`src/rtl/core/bcio_pkg.sv`:
```
// shared types and constants for the bridge config / isa i/o block
// no dependencies
`default_nettype none

package bcio_pkg;

    // default sizes of the stores
    localparam int CONFIG_WORDS_DEF = 256;
    localparam int NVRAM_BYTES_DEF  = 4096;

    // configuration register indexes
    localparam logic [1:0] REG_DEVICE_ID  = 2'd0;
    localparam logic [1:0] REG_INDEX_PORT = 2'd1;
    localparam logic [1:0] REG_DATA_PORT  = 2'd2;

    localparam logic [31:0] DEVICE_ID_RESET  = 32'h0000_0000;
    localparam logic [31:0] INDEX_PORT_RESET = 32'hFEC0_0000;
    localparam logic [31:0] DATA_PORT_RESET  = 32'hFEE0_0000;

    localparam logic [31:0] PORT_MASK = 32'hFFFF_FFC0;

    // config register numbers with special handling
    localparam logic [15:0] CFG_REG_ID      = 16'h0000;
    localparam logic [15:0] CFG_REG_ZERO    = 16'h00A8;
    localparam logic [15:0] CFG_REG_LANE_LO = 16'h00A0;
    localparam logic [15:0] CFG_REG_LANE_HI = 16'h00A3;

    // isa i/o ports
    localparam logic [11:0] IO_NV_HIGH = 12'h074;
    localparam logic [11:0] IO_NV_LOW  = 12'h075;
    localparam logic [11:0] IO_NV_DATA = 12'h076;
    localparam logic [11:0] IO_RTC_IDX = 12'h070;
    localparam logic [11:0] IO_GPIO0   = 12'h700;
    localparam logic [11:0] IO_GPIO1   = 12'h701;

    typedef enum logic [2:0] {
        ST_CLEAR,
        ST_IDLE,
        ST_MUL_Q,
        ST_MUL_N,
        ST_REDUCE,
        ST_READ,
        ST_COMMIT
    } state_t;

    typedef struct packed {
        logic capture;
        logic mul_q;
        logic mul_n;
        logic reduce;
        logic mem_rd;
        logic commit;
        logic clear_step;
    } cmd_t;

    typedef struct packed {
        logic clear_last;
    } status_t;

endpackage

`default_nettype wire

```
`src/rtl/core/bcio_ctrl.sv`:
```
// sequencing state machine for one bus access and the nvram clearing pass
// depends on bcio_pkg
`default_nettype none

module bcio_ctrl (
    input  wire logic              clk,
    input  wire logic              rst_n,
    input  wire logic              start,
    input  wire bcio_pkg::status_t status,
    output bcio_pkg::cmd_t         cmd,
    output logic                   busy,
    output logic                   done
);
    import bcio_pkg::*;

    state_t state_reg;
    state_t state_next;
    logic   done_reg;

    always_ff @(posedge clk or negedge rst_n)
    begin
        if (!rst_n)
        begin
            state_reg <= ST_CLEAR;
            done_reg  <= 1'b0;
        end
        else
        begin
            state_reg <= state_next;
            done_reg  <= cmd.commit;
        end
    end

    always_comb
    begin
        state_next = state_reg;
        cmd        = '0;
        case (state_reg)
            ST_CLEAR:
            begin
                cmd.clear_step = 1'b1;
                if (status.clear_last)
                begin
                    state_next = ST_IDLE;
                end
            end
            ST_IDLE:
            begin
                if (start)
                begin
                    cmd.capture = 1'b1;
                    state_next  = ST_MUL_Q;
                end
            end
            ST_MUL_Q:
            begin
                cmd.mul_q  = 1'b1;
                state_next = ST_MUL_N;
            end
            ST_MUL_N:
            begin
                cmd.mul_n  = 1'b1;
                state_next = ST_REDUCE;
            end
            ST_REDUCE:
            begin
                cmd.reduce = 1'b1;
                state_next = ST_READ;
            end
            ST_READ:
            begin
                cmd.mem_rd = 1'b1;
                state_next = ST_COMMIT;
            end
            ST_COMMIT:
            begin
                cmd.commit = 1'b1;
                state_next = ST_IDLE;
            end
            default:
            begin
                state_next = ST_IDLE;
            end
        endcase
    end

    assign busy = (state_reg != ST_IDLE);
    assign done = done_reg;

endmodule

`default_nettype wire

```
`config.mk`:
```
export PLATFORM = sky130hd
export DESIGN_NAME = bcio_ctrl
export DESIGN_NICKNAME = d
export VERILOG_FILES = /design/src/rtl/core/bcio_pkg.sv /design/src/rtl/core/bcio_ctrl.sv
export SDC_FILE = /design/constraint.sdc
export NUM_CORES = 1
export LEC_CHECK = 0
export BUFFER_PORTS_ARGS = -buffer_cell sky130_fd_sc_hd__buf_2
export CORE_AREA = 3 3 40 42
export DETAILED_ROUTE_END_ITERATION = 10
export DIE_AREA = 0 0 43 45
export REMOVE_ABC_BUFFERS = 1
export SYNTH_ARGS = -nofsm -noshare
export SYNTH_HDL_FRONTEND = slang
export SYNTH_SLANG_ARGS = --single-unit
```
`constraint.sdc`:
```
create_clock -name clk -period 1.1 [get_ports clk]
set_input_delay 0.11 -clock clk [delete_from_list [all_inputs] [get_ports clk]]
set_output_delay 0.11 -clock clk [all_outputs]
set_load 0.01 [all_outputs]
```
### Word level (Yosys, flattened, before mapping)

Cells that the tools add are included.

| cells by class | value |
|---|---|
| $lt $le $gt $ge | 0 |
| muxes and demuxes | 11 |
| reduce and logical (&&, ||, !) cells | 2 |
| bitwise logic cells | 0 |
| divide/modulo/power cells | 0 |
| add/subtract/negate cells | 0 |
| equality and inequality tests | 9 |
| $mul | 0 |
| shift operators | 0 |

Operators by type and width:

| cell | count |
|---|---|
| one-hot mux 3 bit (6 select lines) | 1 |
| equality test 3 bit, second input constant | 3 |
| 2-to-1 mux 1 bit | 8 |
| equality test 3 x 2 -> 1 bit, second input constant | 2 |
| 2-to-1 mux 3 bit | 2 |
| inequality test 2 bit, second input constant | 2 |
| equality test 3 x 1 -> 1 bit, second input constant | 1 |
| zero test 3 bit | 1 |
| inequality test 3 x 1 -> 1 bit, second input constant | 1 |
| AND reduction 2 bit | 1 |

| word-level totals | value |
|---|---|
| register bits | 4 |
| memory bits (writable) | 0 |
| memories | 0 |
| memory bits (read-only) | 0 |
| bits in latches | 0 |
| output and inout port bits | 9 |
| input bits | 4 |

### Depth between registers and ports, before layout

Gate-level depths: netlist of the first run.

| depth | value |
|---|---|
| depth in word-level cells | 3 |
| gate-level depth with buffers | 5 |

### Worst setup path before layout of the first run

OpenSTA, ideal clock, no wires.

| timing path | value |
|---|---|
| path kind | register to register |
| start | reg state_reg[1] |
| end | reg state_reg[0] |
| slack | -37 ps |
| period minus slack after synthesis | 1137 ps |
| stages on the path, launching flop included | 5 |
| arrival | 1003 ps |
| required time | 966 ps |
| path through | dfrtp_1 -> inv_2 -> ha_1 -> o21ai_1 -> o211ai_1 |

| between the ends | value |
|---|---|
| cells in the longest elaborated chain, start to end | 3 |

Ends and longest elaborated chain:

| what | RTL line | source |
|---|---|---|
| start: declaration | bcio_ctrl.sv:16 | `state_t state_reg;` |
| start signal: assignment | bcio_ctrl.sv:29 | `state_reg <= state_next;` |
| equality test 3 x 1 -> 1 bit or zero test 3 bit (tied branches) | bcio_ctrl.sv:38 | `case (state_reg)` |
| inequality test 2 bit (no source line) | n/a |  |
| AND reduction 2 bit (no source line) | n/a |  |

Parallel ways exist; a longest one is shown, timed or not.
A chain may end at the register's enable or synchronous reset.

==> flow_summary.json, run 1 <==
{
  "status": "complete, but fails checks",
  "violations": "negative setup slack",
  "cp_max_fo": 6,
  "clkTransAtPathRegs_ns": 0.04,
  "mostFrequentLayoutCell": "buf_2",
  "clock_sink_count": 4,
  "finalSetupViolCount": 11,
  "cts_root_buffer": "clkbuf_4",
  "total_power_mw": 1.36,
  "fp.dieW_um": 43,
  "dp_slack_ns": -0.00521,
  "hold_viol_final": 0,
  "rsz0062_at_grt": "yes",
  "die-area_um2": 1940,
  "fin_cells": 69,
  "critPathKind": "reg2out",
  "first_pass_iters": 2,
  "n_antenna_cell": 0,
  "mostFrequentLayoutCells": "buf_2, buf_4, buf_6",
  "crit_path_start_kind": "register",
  "clock_skew_ns": 0.00485,
  "numPortBuffers": 12,
  "hp-class": "in2async",
  "drtAntennaViolNets": 0,
  "arrival_ns": 1.19,
  "final_layout_size_suffix_gt1_share_pct": 72.2,
  "grt_pass1_wl_mm": 1.16,
  "cts_buffer_depth": 2,
  "critical_path_required_ns": 0.99,
  "drt-wirelength-per-cell_um": 11.0,
  "fmax_mhz": 767,
  "drv_cap": 0,
  "vias": 303,
  "grt_antenna_before_repair": 0,
  "stdcell_area_um2": 532,
  "drtIter0Drc": 4,
  "ys_seq_elements": 4,
  "grt-ovfl-total": 0,
  "drc_errors": 0,
  "drt_wl_total_um": 761,
  "gp_congestion": 0.670,
  "whs_ns": 0.200,
  "syn-instance-count": 29,
  "period_minus_slack_ns": 1.30,
  "grt_start_max_net_pins": 9,
  "worst_slack_ns": -0.204,
  "syn_area_per_cell_um2": 9.32,
  "grt_pass1_vias": 285,
  "track_usage_pct": 9.02,
  "start_util_pct": 21.0,
  "critPathCaptureType": "output pin",
  "synthTopCellsByArea": "dfrtp_1, a2bb2oi_1, nor3b_1",
  "p_per_area_nw_per_um2": 2570,
  "top_level_ports": 13,
  "tightest_slew_ns": 0.275,
  "largest_register_ffs": 3,
  "yosys.area.top_type": "dfrtp_1",
  "yosys.cell_types.count": 22,
  "tritoncts": "done",
  "synth_top_area_share_pct": 37.0,
  "viasPerCell": 4.39,
  "areaGrowthSynthToFinish_pct": 96.8,
  "ir_drop_mv": 0.663,
  "core_region_area_um2": 1280,
  "cellLeakagePower_nw": 0.257,
  "dp_cells": 59,
  "tns_ns": -1.32,
  "clk_latency_ns": 0.24,
  "hpwl_um": 502,
  "numCtsBuffers": 3,
  "h-tree-depth": 1,
  "yosys_warnings": 0,
  "dpl_cell_area_um2": 377,
  "relSlewSlack_pct": 81.6,
  "fin_nets": 61,
  "final_core_util_pct": 41.4,
  "maxSlewViolCount": 0,
  "period_share_pct": 119,
  "ys_seq_area_share_pct": 37.0,
  "die_y_um": 45,
  "syn_area_um2": 270,
  "core.rowCount": 13
}
## layer usage
metal | vias up | wire [um] | track usage (%)
li1 | 152 | - | -
met1 | 142 | 293 | 8.03
met2 | 7 | 419 | 13.8
met3 | 2 | 28 | 3.19
met4 | 0 | 20 | 12.7
met5 | - | 0 | 0
## worst paths after layout
kind                              start            to  slack, ns  cells after the start
setup / recovery           state_reg[0]        cmd[6]      -0.20                      4
hold / removal                    rst_n  state_reg[1]       0.20                      2
setup reg to reg           state_reg[1]  state_reg[0]      -0.03                      5
hold reg to reg            state_reg[0]          done       0.53                      1
max in group asynchronous         rst_n  state_reg[0]       0.78                      2
min in group clk                  start  state_reg[0]       0.27                      4
## worst max-delay path, cell delays in order, from the launching register on
cell and delay, ns:
dfrtp_2 0.44, and2b_2 0.24, nand3b_1 0.10, inv_1 0.05
buf_2 0.13
## power breakdown
| part | internal, mW | switching, mW | total (mW) |
|---|---|---|---|
| Sequential | 0.194 | 0.0546 | 0.248 |
| Combinational | 0.505 | 0.425 | 0.929 |
| Clock | 0.122 | 0.0648 | 0.187 |
| Total | 0.821 | 0.544 | 1.36 |
## final cells by class
cell class	count	area (um^2)
clock buffer	3	22.5
fill	138	753
inverter	3	13.8
multi-input combinational	20	208
sequential	4	101
tap	15	18.8
timing repair buffer	24	168
## kinds of logic after synthesis
family          after synthesis  share of synthesized area (%)
compound gates                6                           15.7
fa+ha+maj                     1                           4.63
buf+inv                       5                           7.87
flops                         4                           37.0
mux                           1                           3.70
simple gates                 12                           31.0
## cells in the mapped netlist
| master | instances |
|---|---|
| ha_1 | 1 |
| a2bb2oi_1 | 2 |
| o211ai_1 | 1 |
| o31ai_1 | 1 |
| nor3_2 | 1 |
| nand3b_1 | 1 |
| nor3_1 | 1 |
| inv_2 | 1 |
| dfrtp_1 | 4 |
| clkbuf_2 | 1 |
| nor2_1 | 2 |
| and2_1 | 1 |
| o21ai_0 | 1 |
| nor3b_1 | 2 |
| nand2b_1 | 1 |
| and2b_1 | 1 |
| buf_2 | 1 |
| nor3b_2 | 1 |
| nor2b_1 | 1 |
| inv_1 | 2 |
| mux2i_1 | 1 |
| o21ai_1 | 1 |
## timing repair
| item | 4_1_cts | 5_1_grt |
|---|---|---|
| buffers inserted | 5 | 3 |
| endpoints found under the hold margin | 4 | 0 |
| pin swaps | 5 | 3 |
| gates resized for setup | 10 | 8 |
| hold buffers | 1 | 0 |
| setup endpoints to repair | 9 | 11 |
Note: power is estimated with default switching activity, not from simulation.
==> run 2, diff against run 1 <==
Settings changed: CORE_AREA 3 3 40 42 to 8 8 45 47, CTS_CLUSTER_DIAMETER from default to 40, DIE_AREA 0 0 43 45 to 0 0 53 55, REMOVE_ABC_BUFFERS 1 to default.
==> run 2 against run 1 <==
The flow still finishes with violations (negative setup slack). Final area up 8.7%. Total power up 14%. First-iteration DRC count up 50%. Die area up 51%. Register-to-register slack worse by 0.04 ns. Setup slack worse by 0.049 ns. Critical endpoint is now cmd[0]. Largest power group unchanged. Highest routed layer unchanged.
==> flow_summary.json, run 2 (synthesis results as in run 1) <==
{
  "status": "complete, but fails checks",
  "drt-wirelength-per-cell_um": 12.2,
  "critPathKind": "reg2out",
  "grt-ovfl-total": 0,
  "period_share_pct": 123,
  "core_region_area_um2": 1380,
  "track_usage_pct": 7.62,
  "drtAntennaViolNets": 0,
  "stdcell_area_um2": 578,
  "clock_sink_count": 4,
  "areaGrowthSynthToFinish_pct": 114,
  "drt_wl_total_um": 913,
  "dp_cells": 62,
  "rrSetupSlack_ns": -0.07,
  "cellLeakagePower_nw": 0.282,
  "drv_cap": 0,
  "ir_drop_mv": 1.13,
  "fmax_mhz": 739,
  "relSlewSlack_pct": 81.5,
  "core.rowCount": 14,
  "die-area_um2": 2920,
  "grt_start_max_net_pins": 10,
  "grt_pass1_vias": 336,
  "violations": "negative setup slack",
  "hp-class": "in2async",
  "cts_buffer_depth": 2,
  "hpwl_um": 585,
  "numCtsBuffers": 3,
  "cp_max_fo": 5,
  "vias": 333,
  "tritoncts": "done",
  "critPathCaptureType": "output pin",
  "top_level_ports": 13,
  "h-tree-depth": 1,
  "clkTransAtPathRegs_ns": 0.05,
  "hold_viol_final": 0,
  "critical_path_required_ns": 0.99,
  "p_per_area_nw_per_um2": 2700,
  "grt_antenna_before_repair": 0,
  "finalSetupViolCount": 11,
  "mostFrequentLayoutCell": "buf_2",
  "final_layout_size_suffix_gt1_share_pct": 78.0,
  "largest_register_ffs": 3,
  "rsz0062_at_grt": "yes",
  "tightest_slew_ns": 0.277,
  "syn_nets": 34,
  "drtIter0Drc": 6,
  "viasPerCell": 4.44,
  "first_pass_iters": 4,
  "total_power_mw": 1.56,
  "fin_nets": 66,
  "crit_path_start_kind": "register",
  "worst_slack_ns": -0.253,
  "clk_latency_ns": 0.25,
  "period_minus_slack_ns": 1.35,
  "n_antenna_cell": 0,
  "start_util_pct": 19.5,
  "fp.dieW_um": 53,
  "clock_skew_ns": 0.00707,
  "maxSlewViolCount": 0,
  "cts_root_buffer": "clkbuf_4",
  "die_y_um": 55,
  "arrival_ns": 1.24,
  "drc_errors": 0,
  "gp_congestion": 0.794,
  "grt_pass1_wl_mm": 1.54,
  "numPortBuffers": 12,
  "dpl_cell_area_um2": 393,
  "mostFrequentLayoutCells": "buf_2, buf_4, buf_6",
  "fin_cells": 75
}
run 2: cell count changes in the layout (fill, tap and decap cells not counted):
cell       change
buf_6          +1
nor3b_1        +1
a2bb2oi_1      -1
nor3_4         +1
dfrtp_2        +2
dfrtp_1        -2
a2bb2oi_2      +1
buf_4          +4
nor3_2         -1
nor3b_4        -1
run 2: final timing paths:
check,from,end,depth (start not counted)
max,state_reg[1],cmd[0],4
min,rst_n,state_reg[2],2
max reg2reg,state_reg[2],state_reg[1],5
min reg2reg,state_reg[0],done,1
max in group asynchronous,rst_n,state_reg[0],2
min in group clk,start,state_reg[2],4
run 2: cell type report:
class                      count  area [um^2]
sequential                     4          104
inverter                       3         13.8
clock buffer                   3         22.5
fill                         138          806
tap                           16         20.0
timing repair buffer          29          209
multi-input combinational     20          209
run 2: stage by stage:
step           util (%)  setup TNS [ns]  hold WS [ns]  setup slack, ns
3_5_place_dp       28.4          -0.284       -0.0816           -0.109
5_1_grt            41.8           -2.48         0.220           -0.307
2_1_floorplan         -         -0.0640        -0.186          -0.0369
3_3_place_gp       28.4          -0.100       -0.0810          -0.0652
4_1_cts            39.3           -1.66         0.214           -0.224
6_report           41.8           -1.95         0.194           -0.253
run 2: repair_timing:
| item | in CTS | in global routing |
|---|---|---|
| setup buffers | 7 | 4 |
| endpoints found under the hold margin | 4 | 0 |
| pin swaps | 5 | 5 |
| hold buffers | 1 | 0 |
| setup endpoints to repair | 11 | 11 |
| gates resized for setup | 15 | 6 |
run 2: layer usage:
| layer | global-route usage [%] | wire, um | vias up |
|---|---|---|---|
| li1 | - | - | 161 |
| met1 | 7.82 | 403 | 152 |
| met2 | 10.5 | 420 | 16 |
| met3 | 4.28 | 61 | 4 |
| met4 | 7.76 | 27 | 0 |
| met5 | 0 | 0 | - |
run 2: worst max-delay path, stage by stage, from the launching register on:
cell and delay [ns]:
dfrtp_2 0.44, buf_4 0.15, buf_6 0.11, nor3_2 0.15, buf_2 0.15
run 2: report_power, final:
part | leakage (nW) | switching, mW | total [mW] | internal (mW)
Clock | 0.0138 | 0.0808 | 0.204 | 0.123
Sequential | 0.0490 | 0.0737 | 0.271 | 0.198
Combinational | 0.219 | 0.458 | 1.08 | 0.627
Total | 0.282 | 0.612 | 1.56 | 0.948
